[config.mk]
export PLATFORM = sky130hd
export DESIGN_NAME = dependency_count_task_scheduler
export DESIGN_NICKNAME = d
export VERILOG_FILES = /design/src/rtl/core/dcts_pkg.sv /design/src/rtl/core/dcts_count_unit.sv /design/src/rtl/core/dcts_seq.sv /design/src/rtl/core/dependency_count_task_scheduler.sv
export SDC_FILE = /design/constraint.sdc
export NUM_CORES = 1
export LEC_CHECK = 0
export BUFFER_PORTS_ARGS = -buffer_cell sky130_fd_sc_hd__buf_2
export CAP_MARGIN = 5
export CELL_PAD_IN_SITES_DETAIL_PLACEMENT = 0
export CELL_PAD_IN_SITES_GLOBAL_PLACEMENT = 1
export CORE_MARGIN = 2
export CORE_UTILIZATION = 52
export DETAILED_ROUTE_END_ITERATION = 16
export PLACE_DENSITY_LB_ADDON = 0.1
export SYNTH_ARGS = -nofsm -noshare
export SYNTH_HDL_FRONTEND = slang
export SYNTH_SLANG_ARGS = --single-unit
[constraint.sdc]
create_clock -name i_clk -period 5.8 [get_ports i_clk]
set_input_delay 0.58 -clock i_clk [delete_from_list [all_inputs] [get_ports i_clk]]
set_output_delay 0.58 -clock i_clk [all_outputs]
set_load 0.01 [all_outputs]
[src/rtl/core/dcts_pkg.sv]
// dcts_pkg: shared types, codes and sizes for the dependency count task scheduler
// used by dcts_count_unit, dcts_seq and dependency_count_task_scheduler
package dcts_pkg;

    localparam int DEFAULT_NODE_COUNT = 16;
    localparam int MAX_SLOTS          = 16;
    localparam int NODE_W             = 4;
    localparam int COUNT_W            = 5;
    localparam int STATUS_W           = 2;
    localparam int CMD_W              = 2;
    localparam int MASK_W             = 16;

    localparam logic [COUNT_W-1:0] COUNT_MAX = 5'd31;

    // command codes
    localparam logic [CMD_W-1:0] CMD_ADD    = 2'd0;
    localparam logic [CMD_W-1:0] CMD_START  = 2'd1;
    localparam logic [CMD_W-1:0] CMD_FINISH = 2'd2;

    // status codes
    localparam logic [STATUS_W-1:0] ST_OK           = 2'd0;
    localparam logic [STATUS_W-1:0] ST_NOT_REG      = 2'd1;
    localparam logic [STATUS_W-1:0] ST_NOT_IN_GRAPH = 2'd2;

    typedef enum logic [2:0] {
        S_IDLE,
        S_JOIN_SRC,
        S_JOIN_DST,
        S_EDGE,
        S_FIN,
        S_SCAN,
        S_REPLY
    } t_state;

    typedef enum logic {
        CNT_INC,
        CNT_DEC
    } t_cnt_op;

    typedef struct packed {
        t_cnt_op            op;
        logic [COUNT_W-1:0] value;
    } t_cnt_req;

    typedef struct packed {
        logic [COUNT_W-1:0] value;
        logic               in_zero;
        logic               out_zero;
    } t_cnt_rsp;

    typedef struct packed {
        logic [STATUS_W-1:0] status;
        logic                ready_valid;
        logic [NODE_W-1:0]   ready_node;
        logic                all_done;
        logic                last;
    } t_result;

endpackage

[src/rtl/core/dcts_count_unit.sv]
// dcts_count_unit: shared saturating counter step with zero detect
// depends on dcts_pkg
module dcts_count_unit
    import dcts_pkg::*;
(
    input  t_cnt_req i_req,
    output t_cnt_rsp o_rsp
);

    logic [COUNT_W-1:0] result;
    logic               in_zero;

    always_comb begin
        in_zero = (i_req.value == '0);
        unique case (i_req.op)
            CNT_INC: begin
                result = (i_req.value == COUNT_MAX) ? i_req.value : i_req.value + 1'b1;
            end
            CNT_DEC: begin
                result = in_zero ? i_req.value : i_req.value - 1'b1;
            end
        endcase
    end

    assign o_rsp.value    = result;
    assign o_rsp.in_zero  = in_zero;
    assign o_rsp.out_zero = (result == '0);

endmodule

[src/rtl/core/dcts_seq.sv]
// dcts_seq: command sequencer, graph state and node slot scan
// depends on dcts_pkg and dcts_count_unit
module dcts_seq
    import dcts_pkg::*;
#(
    parameter int NODE_COUNT = DEFAULT_NODE_COUNT
) (
    input  logic              i_clk,
    input  logic              i_rst_n,
    input  logic              i_cfg_we,
    input  logic [MASK_W-1:0] i_cfg_wdata,
    input  logic              i_in_valid,
    output logic              o_in_stall,
    input  logic [CMD_W-1:0]  i_cmd,
    input  logic [NODE_W-1:0] i_src,
    input  logic [NODE_W-1:0] i_dst,
    input  logic              i_push_ok,
    output logic              o_push,
    output t_result           o_res
);

    localparam int SLOTS = (NODE_COUNT < MAX_SLOTS) ? NODE_COUNT : MAX_SLOTS;
    localparam int IDX_W = $clog2(SLOTS);
    localparam logic [NODE_W:0]    SLOTS_N  = (NODE_W+1)'(SLOTS);
    localparam logic [IDX_W-1:0]   LAST_IDX = IDX_W'(SLOTS - 1);

    t_state              r_state, n_state;
    logic [MASK_W-1:0]   r_mask;
    logic [CMD_W-1:0]    r_cmd, n_cmd;
    logic [NODE_W-1:0]   r_src, n_src;
    logic [NODE_W-1:0]   r_dst, n_dst;
    logic [SLOTS-1:0]    r_in_graph;
    logic [COUNT_W-1:0]  r_remaining;
    logic [COUNT_W-1:0]  r_pending [SLOTS];
    logic [SLOTS-1:0]    r_succ [SLOTS];
    logic [IDX_W-1:0]    r_idx, n_idx;
    logic                r_have, n_have;
    logic [NODE_W-1:0]   r_held, n_held;
    logic [STATUS_W-1:0] r_status, n_status;
    logic                r_done, n_done;

    t_cnt_req cnt_req;
    t_cnt_rsp cnt_rsp;

    logic              accept;
    logic [IDX_W-1:0]  src_i, dst_i;
    logic              src_in_graph;
    logic [NODE_W-1:0] join_node;
    logic [IDX_W-1:0]  join_i;
    logic              join_in, join_ok;
    logic              succ_bit;
    logic              scan_hit, scan_dec, scan_stall, scan_end;

    // write controls
    logic              graph_set;
    logic              rem_we;
    logic              pend_we;
    logic [IDX_W-1:0]  pend_addr;
    logic              succ_set;

    dcts_count_unit u_count (
        .i_req (cnt_req),
        .o_rsp (cnt_rsp)
    );

    assign accept     = (r_state == S_IDLE) && i_in_valid;
    assign o_in_stall = (r_state != S_IDLE);

    assign src_i        = r_src[IDX_W-1:0];
    assign dst_i        = r_dst[IDX_W-1:0];
    assign src_in_graph = ({1'b0, r_src} < SLOTS_N) && r_in_graph[src_i];

    assign join_node = (r_state == S_JOIN_SRC) ? r_src : r_dst;
    assign join_i    = join_node[IDX_W-1:0];
    assign join_in   = r_in_graph[join_i];
    assign join_ok   = ({1'b0, join_node} < SLOTS_N) && (join_in || r_mask[join_node]);

    assign succ_bit   = r_succ[src_i][r_idx];
    assign scan_end   = (r_idx == LAST_IDX);
    // start: runnable when in graph with no pending work
    // finish: released when a nonzero count drops to zero
    assign scan_dec   = (r_cmd == CMD_FINISH) && succ_bit && !cnt_rsp.in_zero;
    assign scan_hit   = (r_cmd == CMD_FINISH) ? (scan_dec && cnt_rsp.out_zero)
                                              : (r_in_graph[r_idx] && cnt_rsp.in_zero);
    // a hit pushes out the held word, so wait for room
    assign scan_stall = scan_hit && r_have && !i_push_ok;

    // shared counter operand
    always_comb begin
        unique case (r_state)
            S_JOIN_SRC, S_JOIN_DST: begin
                cnt_req.op    = CNT_INC;
                cnt_req.value = r_remaining;
            end
            S_EDGE: begin
                cnt_req.op    = CNT_INC;
                cnt_req.value = r_pending[dst_i];
            end
            S_FIN: begin
                cnt_req.op    = CNT_DEC;
                cnt_req.value = r_remaining;
            end
            default: begin
                cnt_req.op    = CNT_DEC;
                cnt_req.value = r_pending[r_idx];
            end
        endcase
    end

    // next state
    always_comb begin
        n_state = r_state;
        unique case (r_state)
            S_IDLE: begin
                if (i_in_valid) begin
                    unique case (i_cmd)
                        CMD_ADD:    n_state = S_JOIN_SRC;
                        CMD_START:  n_state = S_SCAN;
                        CMD_FINISH: n_state = S_FIN;
                        default:    n_state = S_REPLY;
                    endcase
                end
            end
            S_JOIN_SRC: begin
                priority if (!join_ok)      n_state = S_REPLY;
                else if (r_src == r_dst)    n_state = S_REPLY;
                else                        n_state = S_JOIN_DST;
            end
            S_JOIN_DST: begin
                n_state = join_ok ? S_EDGE : S_REPLY;
            end
            S_EDGE: begin
                n_state = S_REPLY;
            end
            S_FIN: begin
                priority if (!src_in_graph)   n_state = S_REPLY;
                else if (cnt_rsp.in_zero)     n_state = S_REPLY;
                else if (cnt_rsp.out_zero)    n_state = S_REPLY;
                else                          n_state = S_SCAN;
            end
            S_SCAN: begin
                if (!scan_stall && scan_end) n_state = S_REPLY;
            end
            S_REPLY: begin
                if (i_push_ok) n_state = S_IDLE;
            end
        endcase
    end

    // datapath and outputs
    always_comb begin
        n_cmd     = r_cmd;
        n_src     = r_src;
        n_dst     = r_dst;
        n_idx     = r_idx;
        n_have    = r_have;
        n_held    = r_held;
        n_status  = r_status;
        n_done    = r_done;
        graph_set = 1'b0;
        rem_we    = 1'b0;
        pend_we   = 1'b0;
        pend_addr = r_idx;
        succ_set  = 1'b0;
        o_push    = 1'b0;
        o_res     = '{status: ST_OK, ready_valid: 1'b1, ready_node: r_held,
                      all_done: 1'b0, last: 1'b0};
        unique case (r_state)
            S_IDLE: begin
                if (accept) begin
                    n_cmd    = i_cmd;
                    n_src    = i_src;
                    n_dst    = i_dst;
                    n_idx    = '0;
                    n_have   = 1'b0;
                    n_status = ST_OK;
                    n_done   = 1'b0;
                end
            end
            S_JOIN_SRC, S_JOIN_DST: begin
                if (!join_ok) begin
                    n_status = ST_NOT_REG;
                end else if (!join_in) begin
                    graph_set = 1'b1;
                    rem_we    = 1'b1;
                end
            end
            S_EDGE: begin
                pend_addr = dst_i;
                // duplicate edges leave the count alone
                if (!r_succ[src_i][dst_i]) begin
                    succ_set = 1'b1;
                    pend_we  = 1'b1;
                end
            end
            S_FIN: begin
                if (!src_in_graph) begin
                    n_status = ST_NOT_IN_GRAPH;
                end else if (!cnt_rsp.in_zero) begin
                    rem_we = 1'b1;
                    n_done = cnt_rsp.out_zero;
                end
            end
            S_SCAN: begin
                if (!scan_stall) begin
                    pend_we = scan_dec;
                    if (scan_hit) begin
                        o_push = r_have;
                        n_held = NODE_W'(r_idx);
                        n_have = 1'b1;
                    end
                    if (!scan_end) n_idx = r_idx + 1'b1;
                end
            end
            S_REPLY: begin
                o_push = i_push_ok;
                if (r_have) begin
                    o_res.last = 1'b1;
                end else begin
                    o_res = '{status: r_status, ready_valid: 1'b0, ready_node: '0,
                              all_done: r_done, last: 1'b1};
                end
            end
        endcase
    end

    always_ff @(posedge i_clk) begin
        if (!i_rst_n) begin
            r_state     <= S_IDLE;
            r_mask      <= '0;
            r_in_graph  <= '0;
            r_remaining <= '0;
            r_have      <= 1'b0;
            for (int k = 0; k < SLOTS; k++) begin
                r_pending[k] <= '0;
                r_succ[k]    <= '0;
            end
        end else begin
            r_state <= n_state;
            r_have  <= n_have;
            if (i_cfg_we) r_mask <= i_cfg_wdata;
            if (graph_set) r_in_graph[join_i] <= 1'b1;
            if (rem_we) r_remaining <= cnt_rsp.value;
            if (pend_we) r_pending[pend_addr] <= cnt_rsp.value;
            if (succ_set) r_succ[src_i][dst_i] <= 1'b1;
        end
    end

    always_ff @(posedge i_clk) begin
        r_cmd    <= n_cmd;
        r_src    <= n_src;
        r_dst    <= n_dst;
        r_idx    <= n_idx;
        r_held   <= n_held;
        r_status <= n_status;
        r_done   <= n_done;
    end

endmodule

[src/rtl/core/dependency_count_task_scheduler.sv]
// dependency_count_task_scheduler: top level with the output word register
// depends on dcts_pkg and dcts_seq
//
//  channel  | direction | handshake                  | payload
//  ---------+-----------+----------------------------+----------------------------------
//  cmd in   | input     | i_in_valid / o_in_stall    | i_command, i_source_node,
//           |           |                            | i_target_node
//  result   | output    | o_out_valid / i_out_stall  | o_status, o_ready_valid,
//           |           |                            | o_ready_node, o_all_done, o_last
//  config   | input     | i_cfg_we                   | i_cfg_wdata (registered mask)
//
//  add goes through the join and edge steps of the sequencer; every reply can be held by i_out_stall
//  start scans the min(NODE_COUNT,16) node slots one per cycle through the shared counter,
//  stalling while the output register is full; a finish checks the remaining count first
//  and scans only if it drops but stays above zero; the unused code goes straight to the reply
//  o_in_stall is high from acceptance until the final word enters the output register
//  synchronous active low reset clears the graph, the counts and the mask
module dependency_count_task_scheduler
    import dcts_pkg::*;
#(
    parameter int NODE_COUNT = DEFAULT_NODE_COUNT
) (
    input  logic                i_clk,
    input  logic                i_rst_n,
    input  logic                i_cfg_we,
    input  logic [MASK_W-1:0]   i_cfg_wdata,
    input  logic                i_in_valid,
    output logic                o_in_stall,
    input  logic [CMD_W-1:0]    i_command,
    input  logic [NODE_W-1:0]   i_source_node,
    input  logic [NODE_W-1:0]   i_target_node,
    output logic                o_out_valid,
    input  logic                i_out_stall,
    output logic [STATUS_W-1:0] o_status,
    output logic                o_ready_valid,
    output logic [NODE_W-1:0]   o_ready_node,
    output logic                o_all_done,
    output logic                o_last
);

    logic    r_out_valid;
    t_result r_out;
    logic    push_ok;
    logic    push;
    t_result res;

    assign push_ok = !r_out_valid || !i_out_stall;

    dcts_seq #(
        .NODE_COUNT (NODE_COUNT)
    ) u_seq (
        .i_clk       (i_clk),
        .i_rst_n     (i_rst_n),
        .i_cfg_we    (i_cfg_we),
        .i_cfg_wdata (i_cfg_wdata),
        .i_in_valid  (i_in_valid),
        .o_in_stall  (o_in_stall),
        .i_cmd       (i_command),
        .i_src       (i_source_node),
        .i_dst       (i_target_node),
        .i_push_ok   (push_ok),
        .o_push      (push),
        .o_res       (res)
    );

    always_ff @(posedge i_clk) begin
        if (!i_rst_n) begin
            r_out_valid <= 1'b0;
        end else if (push) begin
            r_out_valid <= 1'b1;
        end else if (!i_out_stall) begin
            r_out_valid <= 1'b0;
        end
    end

    always_ff @(posedge i_clk) begin
        if (push) r_out <= res;
    end

    assign o_out_valid   = r_out_valid;
    assign o_status      = r_out.status;
    assign o_ready_valid = r_out.ready_valid;
    assign o_ready_node  = r_out.ready_node;
    assign o_all_done    = r_out.all_done;
    assign o_last        = r_out.last;

endmodule

======== Yosys cells after proc, flatten, opt, wreduce, memory -nomap -nowiden ========
Memory sizes are Yosys's and may differ from the RTL's. A register that Yosys moved wholly into a read port is not among the register bits.
Index checks and enable logic that the tools add are counted.
W data, S select, Z words.
storage, ports and cells
  flip-flop bits (word level) ............. 72
  memory bits (writable) .................. 336
  input port bits ......................... 31
  output and inout port bits .............. 11
  logic and storage cells ................. 175
  memories ................................ 2
operators by class
  add/subtract/negate cells ............... 3
  $lt $le $gt $ge ......................... 6
  equality and inequality tests ........... 24
  multiplexer cells ....................... 82
  bitwise logic cells ..................... 4
  reductions and logical operators ........ 36
memories
  memory           words  width  read ports  clocked after memory_dff  write ports  RTL line        RTL
  u_seq.r_succ     16     16     1           1                         16           dcts_seq.sv:35  logic [SLOTS-1:0] r_succ [SLOTS];
  u_seq.r_pending  16     5      2           2                         16           dcts_seq.sv:34  logic [COUNT_W-1:0] r_pending [SLOTS];
operators by type and width
  kind                  count
  $mux W16              3
  $mux W4               10
  $mux W1               33
  $bmux W1 S4           6
  $mux W3               8
  $pmux W3 S7           1
  $lt A4 B5 Y1 const B  4
  $pmux W6 S3           1
  $or A16 B16 Y16       1
  $reduce_and A4 Y1     4
  $reduce_or A16 Y1     1
  $mux W5               3
  $mux W6               2
  $ne A2 B1 Y1 const B  6
  $ne A2 B2 Y1 const B  6
  $logic_and A1 B1 Y1   10
  $logic_not A5 Y1      2
  $pmux W1 S2           5
  $pmux W5 S2           1
  $eq A3 B3 Y1 const B  3
  $pmux W3 S3           1
  $demux W1 S4          2
  $ge A4 B1 Y1 const B  2
  $mux W2               4
  other kinds (23)      36

======== Depth between registers and ports, before layout ========
Gate-level depths: netlist (run 1).
  word-level depth ........................ 18
  mapped depth ............................ 20
  gate-level depth less buffers ........... 15

======== Hierarchy ========
A second synthesis (run 1) with hierarchy kept.
second synthesis, totals
  cell total of the unflattened synthesis .. 1940
  area, all modules ....................... 19872.8 µm²
by module, submodules not included
  module                           instances  cells an instance  area each (µm²)  sequential area each (µm²)
  dcts_seq                         1          1890               19287.2          9218.8
  dependency_count_task_scheduler  1          13                 305.3            290.3
  dcts_count_unit                  1          37                 280.3            0.0

======== Worst setup path before layout (run 1) ========
No wires, ideal clock.
  path type ............................... reg-to-reg
  from .................................... reg (tool-made name)
  to ...................................... reg r_out (netlist bit o_all_done) (enable)
  library setup time ...................... 378 ps
  arrival ................................. 3846 ps
  required time ........................... 5422 ps
  setup slack ............................. 1576 ps
  cell stages (with the launch flop) ...... 17
  buffers on the path ..................... 2
  period minus slack after synthesis ...... 4224 ps
  cells stage by stage .................... dfxtp_1 buf_4 buf_6 mux4_2 mux2_2 a22oi_1 nand4_1 inv_1 ha_1 inv_1 nor4_4 nand2_1 a31oi_1 nand4_1 a21oi_1 o21ai_0 a21oi_1
RTL lines
  item                  RTL line                               RTL
  to (signal assigned)  dependency_count_task_scheduler.sv:77  if (push) r_out <= res;
  to (decl)             dependency_count_task_scheduler.sv:42  t_result r_out;

==> results.md, run 1 <==
Floorplan:
- The core region is 35700 sq um.
- The height of the die is 195 microns.
- The die covers 37900 sq um.
- The die is 195 microns wide.
- The number of primary I/O pins is 42.
- For this configuration, the core starts out at a cell density of 53.0%.
- Row generation in the floorplan step produced 69 rows.

Synthesis:
- Synthesis instantiated 71 different standard cells from the library.
- The number of nets produced by synthesis is 1592.
- Ranked by total cell area, the synthesized netlist is headed by dfxtp_1 (33%), edfxtp_1 (17%), mux4_2 (15%).
- Counting flops with a built-in enable in the synthesized netlist gives 110.
- The synthesis warning total is 0.
- By count the netlist is led by dfxtp_1 (310), a22o_1 (256), nor2_1 (128).
- In the synthesized netlist the async set-or-reset flop fraction comes to 0%.
- Synthesis inferred 420 register bits.
- The post-synthesis instance area is 18900 sq um.
- The dominant register cell in the synthesized netlist is dfxtp_1.
- The number of standard cells after synthesis is 1559.
- The biggest area contributor in the post-synthesis netlist is dfxtp_1.
- The portion of the post-synthesis area used by sequential elements is 50.3%.
- The average cell area after synthesis is 12.1 sq um.
- The top cell type by area accounts for 32.8% of the synthesized area.
- In the post-synthesis netlist, the cell with the most instances is dfxtp_1.

Power and ir drop:
- Across the VDD grid, the largest voltage drop is 0.239 mV.
- In this run the static leakage power is 7.61 nW.
- The ratio of total power to cell area is 434 nW/um^2.

Job:
- The tool flagged a number of max-cap violations equal to 0.

Worst hold path:
- Counting instances, the worst hold path has a depth of 1.
- In this run the most critical hold path is launched from i_source_node[1].
- The tightest min-delay check is of the in -> reg type.
- The endpoint of the worst hold-timing path is u_seq.r_src[1]$_DFFE_PP_.

Timing:
- The final number of max-transition violations is 0.
- The hold violation count in the final report is 0.
- Of the available clock period, the critical path in the final layout requires 87.2%.
- The highest clock frequency the design can meet is 198 MHz.
- The worst pin sits at a relative slew slack of 29.8%.
- Across all hold checks on the routed design, the worst slack comes to 0.201 ns.
- The measured slew at the worst slew-check pin is 1.05 ns.
- The final setup TNS is 0 ns.
- The setup clock skew after layout is 0.0186 ns.
- Setup violations remaining at the end of the flow were counted as 0.
- The worst path in the final design needs a cycle of 5.06 ns, including I/O delays and setup.
- Setup repair after global routing left no endpoint under its margin.

Placement:
- The cell total after placement is 1966.
- Once detailed placement completed, the half-perimeter wirelength came to 34.4 mm.
- The post-placement cell area is 19500 sq um.
- The number of buffers added on ports is 41.
- At the end of routability-driven placement, the weighted congestion stood at 0.889.

Drt:
- In the routed layout, each cell is associated on average with a via count of 6.55.
- Once detail routing completed, the nets flagged for antenna violations numbered 0.
- Summed over all layers, the routed wires come to 52.8 mm.
- The first-pass detailed-route iteration total is 6.
- The first routing iteration left 1280 violations.
- The average detailed-routed wire length per instance is 25.8 microns.
- The total via count after detailed routing is 13400.
- The number of remaining DRC errors is 0.

Clocking:
- The clock passes through at most 3 buffers.
- Clock latency on the worst-skew pair, taken at its later pin, is 0.59 ns.
- The number of clock buffers inserted by TritonCTS is 45.
- After clock tree synthesis, the repair step resized 0 gates.
- The CTS H-tree depth is 2.
- Once the clock tree was built, the setup fixing pass inserted 0 buffers.
- The TritonCTS clock tree is done.
- The CTS clock-pin slew for the worst setup and hold paths is 0.06 ns.
- Clock tree synthesis selected as its root buffer the cell clkbuf_16.
- The tree built by TritonCTS fans out to 420 sinks.
- Hold repair after CTS inserted 0 buffers.

Cells and area:
- The number of antenna cells inserted is 0.
- The final standard cell count with taps included and fillers excluded is 2048.
- The area of the multi-input gates is 8690 sq um.
- The post-route netlist has 20.8% of its cells at a drive strength greater than 1.
- Across the whole layout, storage elements account for 9520 sq um.
- Once layout is done, the placed cells without fillers occupy 20900 sq um.
- Fill cells in the final layout number 2959.
- The utilization after layout is 58.6%.
- The number of nets in the layout is 1585.
- The area growth from synthesis to final layout is 10.5%.

GRT:
- The maximum number of pins on one net before global-route repair is 129.
- The residual overflow from global routing is 0.
- The initial antenna violation count is 0.
- The overall fraction of global-route tracks in use is 28.1%.
- The via count of the first global-routing pass is 12900.
- The global-route wire length before repair is 81.4 mm.

Setup path:
- Data on the critical path is required at its endpoint by 6.12 ns.
- The worst register-to-register path has a setup slack of 0.74 ns.
- The maximum net fanout on the critical path is 20.
- The type of destination of the critical path is a register.
- The data arrival time of the critical path is 5.38 ns.
- The setup path with the least slack is of type reg -> reg.
- The worst reg2reg path depth is 16.
- The critical path launch point type is a register.
- The worst register-to-register path ends at u_seq.r_pending[12][0]$_SDFFCE_PN0P_.

Outcome:
- The run finished with clean final reports.
where the power goes:
group          internal [mW]  total, mW  switching, mW
Sequential              3.18       3.63          0.453
Combinational           1.06       2.66           1.60
Clock                   1.59       2.77           1.18
metal layers:
| metal | share of wire (%) | vias to the layer above | global-route usage, % | wire length, microns |
|---|---|---|---|---|
| li1 | - | 5980 | - | - |
| met2 | 46 | 460 | 42.5 | 24100 |
| met4 | 2.1 | 0 | 7.66 | 1110 |
| met3 | 5.8 | 84 | 3.12 | 3090 |
| met5 | 0 | - | 0 | 0 |
| met1 | 46 | 6897 | 43.0 | 24500 |
sequential cells by signal, indices dropped and copies added (netlist names), 3 cells and up, named ones only:
name	cells
o_ready_node	4
u_seq.dst_i	4
u_seq.r_held	4
u_seq.r_idx	4
u_seq.r_in_graph	16
u_seq.r_mask	16
u_seq.r_pending	80
u_seq.r_remaining	5
u_seq.r_src	4
u_seq.r_state	3
u_seq.r_succ	256
cell families (layout without fill, tap and decap cells):
kind of cell,Yosys count,after routing,synth area share (%)
flip-flops,420,420,50.3
AO/OA/AOI/OAI,413,413,17.5
AND/OR/NAND/NOR,367,367,9.51
multiplexers,189,189,18.3
buffers and inverters,161,189,3.87
XOR/XNOR,7,7,0.324
adder cells (fa/ha/maj),2,2,0.132
worst max-delay path, cell delays in order (launching register included):
cell      delay, ns
dfxtp_1        0.91
mux4_2         0.42
mux2_2         0.28
a22oi_1        0.16
nand4_1        0.28
inv_1          0.25
ha_1           0.26
inv_1          0.11
nor4_4         0.34
nand2_1        0.12
a31oi_1        0.33
a31oi_1        0.16
o31ai_2        0.20
buf_4          0.27
nand2b_1       0.37
buf_4          0.24
nor2_1         0.06
worst max path at each step:
stage,startpoint,end,slack (ns),cells past startpoint
global route,register,u_seq.r_pending[3][1]$_SDFFCE_PN0P_,0.34,16
detailed placement,register,u_seq.r_pending[12][0]$_SDFFCE_PN0P_,0.81,17
floorplan,register,o_all_done$_SDFFCE_PP0P_,1.58,16
finish,register,u_seq.r_pending[12][0]$_SDFFCE_PN0P_,0.74,16
global placement,register,u_seq.r_pending[11][2]$_SDFFCE_PN0P_,0.93,12
CTS,register,u_seq.r_pending[12][0]$_SDFFCE_PN0P_,0.76,17
cells in the final DEF, fill, tap and decap left out, types with 8 or more instances in the layout:
master	Yosys	layout
buf_4	8	50
a22oi_1	17	17
o21ai_0	38	38
edfxtp_1	110	110
nand2_1	89	89
clkbuf_1	91	13
nor2b_1	47	47
buf_2	33	40
mux4_2	124	124
a31oi_1	8	8
inv_1	13	13
o21a_1	18	18
a22o_1	256	256
nor3_2	2	8
dfxtp_1	310	307
nand3_1	19	19
and3_1	9	9
nand2b_1	12	12
mux2_2	11	11
and2_1	10	10
clkbuf_16	0	46
clkinv_2	0	10
nor2_1	128	128
mux2i_1	54	54
a21oi_1	20	20
area by class of cell:
type	count	area share [%]
clock buffers	65	6.14
clock inverters	17	0.665
repair buffers	93	3.02
well taps	461	2.76
multi-input cells	978	41.6
inverters	14	0.252
flip-flops and latches	420	45.5
stage by stage:
stage	setup WS [ns]	power, mW
CTS	0.763	9.09
global placement	0.934	6.32
floorplan	1.58	5.46
global route	0.339	9.47
detailed placement	0.810	6.32
finish	0.743	9.06
(Power assumes the default switching activity.)
==> run 2: changes to the inputs <==
--- a/config.mk
+++ b/config.mk
@@ -12,6 +12,7 @@
 export CORE_MARGIN = 2
 export CORE_UTILIZATION = 52
 export DETAILED_ROUTE_END_ITERATION = 16
+export MAX_ROUTING_LAYER = met4
 export PLACE_DENSITY_LB_ADDON = 0.1
 export SYNTH_ARGS = -nofsm -noshare
 export SYNTH_HDL_FRONTEND = slang
==> results.md, run 2 (synthesis results as in run 1) <==
Drt:
- Summed over all layers, the routed wires come to 52.8 mm.
- The first routing iteration left 1151 violations.
- For this run, design rule violations remaining after detail routing come to 0.
- The routed layout has 13400 vias.
- After detailed routing, the number of vias per cell comes to 6.55.
- The first TritonRoute pass finished after 5 iterations.
- The count of nets left with antenna violations once routing finished came out at 0.
- In the final routed layout, each cell accounts on average for 25.8 microns.

Timing:
- The headroom to the max-slew limit is 22.5%.
- The setup clock skew after layout is 0.0261 ns.
- Setup violations remaining at the end of the flow were counted as 0.
- Across all hold checks on the routed design, the worst slack comes to 0.199 ns.
- The final critical path takes up 87.7% of the cycle.
- The final setup TNS is 0 ns.
- Setup repair after global routing left no endpoint under its margin.
- The highest clock frequency the design can meet is 197 MHz.
- The final number of max-transition violations is 0.
- The hold violation count in the final report is 0.
- The measured slew at the worst slew-check pin is 1.16 ns.
- The worst path needs 5.08 ns of the cycle, external delays included.

Cells and area:
- Cells with a size suffix above 1 make up 21.0% of the layout.
- At the end of the flow the core is filled with cells to 58.6%.
- The number of nets in the layout is 1583.
- The number of flip-flops under the largest register name is 256.
- Leaving out fill and tap cells, the most frequent cell in the layout is dfxtp_1.
- The number of fillers in the final layout is 2911.
- The total non-filler cell area in the finished layout is 20900 sq um.
- After the flow finishes, the layout carries non-filler instances totaling 2048.
- In the layout the commonest cells are dfxtp_1 (307), a22o_1 (256), nor2_1 (128).
- The largest registers in the layout are u_seq.r_succ x256, u_seq.r_pending x80.
- u_seq.r_succ holds more flip-flops than any other register.
- The area growth from synthesis to final layout is 10.6%.

Clocking:
- For this design, the CTS-stage hold fixing added 0 buffers.
- The number of resized instances in the post-cts repair step is 0.
- The number of setup buffers added after CTS is 0.
- The clock tree buffer depth is 3.
- CTS placed an instance of clkbuf_16 at the clock tree root.
- TritonCTS built the clock tree.
- The CTS clock-pin slew for the worst setup and hold paths is 0.06 ns.
- Counting the buffers created by CTS gives 43.
- The total clock sinks is 420.
- Clock latency on the worst-skew pair, taken at its later pin, is 0.58 ns.
- CTS built an H-tree with a depth of 2.

Power and ir drop:
- Across the VDD grid, the largest voltage drop is 0.287 mV.
- The ratio of total power to cell area is 433 nW/um^2.
- In this run the static leakage power is 7.59 nW.

Floorplan:
- Measured along the x axis, the die boundary spans 195 microns.
- The initial core utilization is 53.0%.
- The number of primary I/O pins is 42.
- The placeable core region is 35700 sq um.
- The die covers 37900 sq um.
- The floorplan step set the die height to 195 microns.
- The row count is 69.

Setup path:
- STA classifies the critical path startpoint as a register.
- The slowest stage cell on the critical path is dfxtp_1.
- The delay of the slowest cell on the worst path is 0.71 ns.
- The worst register-to-register path ends at u_seq.r_pending[1][1]$_SDFFCE_PN0P_.
- The maximum net fanout on the critical path is 20.
- The kind of critical path is reg -> reg.
- The type of destination of the critical path is a register.
- The critical path goes through mux4_2 > mux2_2 > a22oi_1 > nand4_1 > inv_1 > ha_1 > inv_1 > nor4_4 > nand2_1 > a31oi_1 > a31oi_1 > o31ai_2 > buf_4 > or2_1 > nor2_1.
- The slack of the worst reg-to-reg path is 0.72 ns.
- For the worst setup path, the data arrival time is 5.37 ns.
- Data on the critical path is required at its endpoint by 6.09 ns.
- For the worst flop-to-flop path, the logic depth is 15.

Placement:
- Counting tap cells, the placed design contains a total of 1966 instances.
- The sum of net half-perimeters after detailed placement is 34.7 mm.
- Buffers placed on the I/O ports in this run total 41.
- The final estimated routing congestion in global placement is 0.912.
- After detailed placement, the total cell area comes to 19500 sq um.

GRT:
- After global routing the overflow that remains totals 0.
- The maximum number of pins on one net before global-route repair is 121.
- The overall fraction of global-route tracks in use is 29.1%.
- The global-route wire length before repair is 81.3 mm.
- The initial antenna violation count came to 3.
- The via count of the first global-routing pass is 13100.

Worst hold path:
- The worst hold path terminates at u_seq.r_src[1]$_DFFE_PP_.
- In this run the worst hold path is classified as in -> reg.
- The worst hold path begins at i_source_node[1].
- Along the worst hold path, the cell count comes to 1.

Outcome:
- The flow ran to the end, and the final reports show no timing, DRC or antenna violations.

Job:
- The number of maximum-capacitance constraint violations is 0.
==> run 2: how the worst max path moves through the flow <==
stage	end
after floorplan	o_all_done$_SDFFCE_PP0P_
after global placement	u_seq.r_pending[1][1]$_SDFFCE_PN0P_
after detailed placement	u_seq.r_pending[1][1]$_SDFFCE_PN0P_
after CTS	u_seq.r_pending[1][1]$_SDFFCE_PN0P_
after global routing	u_seq.r_pending[10][1]$_SDFFCE_PN0P_
final	u_seq.r_pending[1][1]$_SDFFCE_PN0P_
==> run 2: final cells by class <==
type	count	area (sq um)	area share, %
Sequential cell	420	9520	45.5
Multi-Input combinational cell	978	8690	41.6
Clock buffer	58	1190	5.71
Timing Repair Buffer	93	631	3.02
Tap cell	461	577	2.76
Clock inverter	21	235	1.13
Inverter	14	52.6	0.251
Antenna cell	3	7.51	0.0359
==> run 2: critical path: cells and delay by family (launching register included) <==
family          cells  cell delay (ns)
flops               1             0.71
compound gates      4             0.84
simple gates        5             1.50
mux                 2             0.87
fa+ha+maj           1             0.26
buf+inv             3             0.64
==> run 2: metal layers <==
layer  share of wire [%]  track usage, %  vias to the layer above
li1                    -               -                     5992
met1                  45            41.0                     6819
met2                  45            42.9                      503
met3                 7.1            5.07                       96
met4                 2.8            9.26                        0
met5                   0               -                        -
==> run 2: where the power goes <==
group	switching, mW	internal [mW]	total, mW
combinational	1.57	1.06	2.63
clock	1.21	1.60	2.81
sequential	0.425	3.18	3.60
==> run 2: metrics by stage <==
stage / power [mW] / setup slack (ns)
6_report: 9.05 / 0.716
5_1_grt: 9.46 / 0.352
4_1_cts: 9.09 / 0.768
3_5_place_dp: 6.28 / 0.786
3_3_place_gp: 6.30 / 0.913
2_1_floorplan: 5.46 / 1.58
==> run 3: changes to the inputs <==
--- a/config.mk
+++ b/config.mk
@@ -5,15 +5,17 @@
 export SDC_FILE = /design/constraint.sdc
 export NUM_CORES = 1
 export LEC_CHECK = 0
+export ABC_AREA = 1
 export BUFFER_PORTS_ARGS = -buffer_cell sky130_fd_sc_hd__buf_2
 export CAP_MARGIN = 5
 export CELL_PAD_IN_SITES_DETAIL_PLACEMENT = 0
 export CELL_PAD_IN_SITES_GLOBAL_PLACEMENT = 1
 export CORE_MARGIN = 2
-export CORE_UTILIZATION = 52
+export CORE_UTILIZATION = 47
 export DETAILED_ROUTE_END_ITERATION = 16
 export MAX_ROUTING_LAYER = met4
 export PLACE_DENSITY_LB_ADDON = 0.1
+export SKIP_CTS_REPAIR_TIMING = 1
 export SYNTH_ARGS = -nofsm -noshare
 export SYNTH_HDL_FRONTEND = slang
 export SYNTH_SLANG_ARGS = --single-unit
==> results.md, run 3 <==
Outcome:
- The run finished with clean final reports.

Cells and area:
- Summing all multi-input logic gate instances after layout gives 8270 sq um.
- The number of flip-flops under the largest register name is 256.
- The number of fillers in the final layout is 4216.
- The register with the most flip-flops in the final layout is u_seq.r_succ.
- The register area is 9520 sq um.
- The most common cell after layout, fill and taps aside is nand2_1.
- Of the cells placed in the final design, the portion with a size suffix greater than 1 is 7.27%.
- For this run, the number of standard cells in the final layout without fillers is 3083.
- The number of nets in the layout is 2549.
- The area growth from synthesis to final layout is 8.49%.
- In the final layout, the registers with the most flip-flops are u_seq.r_succ x256, u_seq.r_pending x80.
- 0 antenna diodes ended up in the layout.
- In the layout the commonest cells are nand2_1 (551), dfxtp_1 (307), inv_1 (297).

Floorplan:
- The floorplan step set the die height to 209 microns.
- The floorplan step defined a die boundary enclosing 43600 sq um.
- In this run the horizontal extent of the chip is 209 microns.
- The initial core utilization is 47.3%.
- 42 I/O pins were placed.
- Row generation in the floorplan step produced 75 rows.
- The floorplan step defined a core boundary enclosing 41700 sq um.

Drt:
- Detailed routing inserted a total of 17300 vias.
- The first-pass detailed-route iteration total is 6.
- Dividing the detail-routed via count by the number of cells gives 5.61.
- The number of antenna-violating nets in the routed design is 0.
- In the final routed layout, each cell accounts on average for 19.5 microns.
- After detailed routing, the total wire length is 60.2 mm.
- The starting DRC count in detailed routing is 1522.
- For this run, design rule violations remaining after detail routing come to 0.

Synthesis:
- The synthesis warning total is 0.
- The count of flip-flops with a built-in enable after synthesis is 110.
- The post-synthesis instance area is 19700 sq um.
- The dominant register cell in the synthesized netlist is dfxtp_1.
- Ranked by total cell area, the synthesized netlist is headed by dfxtp_1 (31%), edfxtp_1 (17%), nand2_1 (10%).
- The number of nets produced by synthesis is 2606.
- Yosys mapped the design onto 45 distinct sky130hd cell types.
- The synthesized design devotes to its leading area cell type 31.5% of total area.
- The average cell area after synthesis is 7.66 sq um.
- In the synthesized netlist, the number of instances is 2573.
- The share of flip-flops with an asynchronous set or reset is 0%.
- The largest total area in the synthesized netlist belongs to dfxtp_1.
- Yosys instantiated no cell more often than nand2_1.
- The portion of the post-synthesis area used by sequential elements is 48.2%.
- Synthesis inferred 420 register bits.
- Sorting the synthesized cells by how often they occur yields nand2_1 (551), dfxtp_1 (310), inv_1 (298).

GRT:
- The met2 global-route usage is 42.6%.
- The initial antenna violation count was 0.
- The overall fraction of global-route tracks in use is 28.5%.
- The global-route wire length before repair is 94.3 mm.
- met2 is the most crowded layer.
- The maximum number of pins on one net before global-route repair is 84.
- For this run, global-route usage on met1 was measured as 39.6%.
- The residual overflow from global routing is 0.
- The via count of the first global-routing pass came to 16200.
- The met3 capacity usage during global routing is 5.00%.

Setup path:
- The worst register-to-register path ends at u_seq.r_pending[1][2]$_SDFFCE_PN0P_.
- The data arrival time of the critical path is 4.76 ns.
- The critical path launch point type is a register.
- For the worst setup path, the data required time is 6.06 ns.
- The maximum net fanout on the critical path is 31.
- The setup path with the least slack is of type reg -> reg.
- The worst reg2reg path depth is 23.
- The type of destination of the critical path is a register.
- The worst register-to-register path has a setup slack of 1.31 ns.
- The critical path endpoint is u_seq.r_pending[1][2]$_SDFFCE_PN0P_.

Power and ir drop:
- The worst supply voltage drop on vdd is 0.529 mV.
- In this run the static leakage power is 8.33 nW.
- The ratio of total power to cell area is 505 nW/um^2.

Clocking:
- The clock tree buffer depth is 3.
- TritonCTS created 44 clock buffers.
- The tree built by TritonCTS fans out to 420 sinks.
- The clock network latency to the later pin of the worst-skew pair is 0.60 ns.
- The CTS clock-pin slew for the worst setup and hold paths is 0.06 ns.
- TritonCTS built the clock tree.
- In this run the clock root is driven by a clkbuf_16.
- The H-tree generated during clock tree synthesis spans 2 levels.

Timing:
- For the final routed database, the setup TNS stands at 0 ns.
- The worst path in the final design needs a cycle of 4.49 ns, including I/O delays and setup.
- The final number of max-transition violations is 0.
- The measured slew at the worst slew-check pin is 1.19 ns.
- Derived from the worst setup path, the maximum achievable clock frequency is 223 MHz.
- The hold violation count in the final report is 0.
- The setup clock skew after layout is 0.0296 ns.
- The headroom to the max-slew limit is 20.7%.
- Setup violations remaining at the end of the flow were counted as 0.
- Setup repair after global routing left no endpoint under its margin.
- Dividing the final minimum period by the clock period gives 77.5%.

Placement:
- The number of placed instances, taps included, is 3009.
- The number of buffers added on ports is 41.
- The sum of net half-perimeters after detailed placement is 38.1 mm.
- At the end of routability-driven placement, the weighted congestion stood at 0.948.

Worst hold path:
- The path type of the worst min-delay path is in -> reg.

Job:
- The tool flagged a number of max-cap violations equal to 0.
[run 3: how the worst min path moves through the flow]
stage / from / end / slack, ns / cells past startpoint
floorplan: u_seq.r_succ[0][10]$_DFF_P_ / u_seq.r_succ[0][10]$_DFF_P_ / 0.42 / 2
global placement: u_seq.r_succ[4][15]$_DFF_P_ / u_seq.r_succ[4][15]$_DFF_P_ / 0.43 / 2
detailed placement: u_seq.r_succ[12][9]$_DFF_P_ / u_seq.r_succ[12][9]$_DFF_P_ / 0.44 / 2
CTS: i_source_node[1] / u_seq.r_src[1]$_DFFE_PP_ / 0.15 / 1
global route: i_source_node[1] / u_seq.r_src[1]$_DFFE_PP_ / 0.16 / 1
finish: i_source_node[0] / u_seq.r_src[0]$_DFFE_PP_ / 0.19 / 1
[run 3: cell type report]
class / count / share of cell area [%]
Sequential cell: 420 / 44.5
Multi-Input combinational cell: 1674 / 38.7
Clock buffer: 66 / 5.86
Inverter: 311 / 5.47
Tap cell: 539 / 3.15
Timing Repair Buffer: 65 / 1.93
Clock inverter: 8 / 0.421
[run 3: metal layers]
layer  share of wire (%)  routed length, microns
met1                  47                   28100
met2                  44                   26700
met3                 6.8                    4090
met4                 2.3                    1390
met5                   0                       0
[run 3: cells by family (layout without fill, tap and decap cells)]
family | after synthesis | in the layout | synth area share [%]
AND/OR/NAND/NOR | 1068 | 1068 | 24.1
AO/OA/AOI/OAI | 600 | 600 | 17.6
buffers and inverters | 479 | 450 | 9.83
flip-flops | 420 | 420 | 48.2
XOR/XNOR | 4 | 4 | 0.178
adder cells (fa/ha/maj) | 2 | 2 | 0.127
[run 3: power by group]
| group | switching [mW] | internal [mW] |
|---|---|---|
| logic | 3.49 | 1.20 |
| registers | 0.256 | 3.18 |
| clock network | 1.19 | 1.50 |
[run 3: metrics by stage]
| stage | cell area (sq um) | setup slack (ns) | total power [mW] | utilization (%) | hold slack, ns |
|---|---|---|---|---|---|
| 6_report | 21400 | 1.31 | 10.8 | 51.3 | 0.187 |
| 5_1_grt | 21400 | 0.836 | 11.5 | 51.3 | 0.165 |
| 4_1_cts | 21400 | 1.32 | 10.8 | 51.3 | 0.155 |
| 3_5_place_dp | 20000 | 1.37 | 8.13 | 48.1 | 0.436 |
| 3_3_place_gp | 20000 | 1.50 | 8.11 | 48.1 | 0.428 |
| 2_1_floorplan | 19700 | 2.56 | 6.71 | - | 0.420 |
[run 3: critical path: stages (launching register included)]
cell	delay (ns)
dfxtp_2	0.69
inv_2	0.34
nand2_1	0.13
nand3_1	0.07
nand3_1	0.10
nand2_1	0.09
nand2_1	0.08
nand2_1	0.05
nor2_1	0.12
nor2_1	0.08
ha_1	0.19
inv_1	0.10
nor2_4	0.07
a21oi_1	0.24
nand3_1	0.11
nand2_1	0.09
inv_2	0.20
nand4_2	0.19
nand2_2	0.08
nand3_2	0.10
nand3_2	0.09
nand2_4	0.39
nand3_1	0.27
nand2_1	0.30
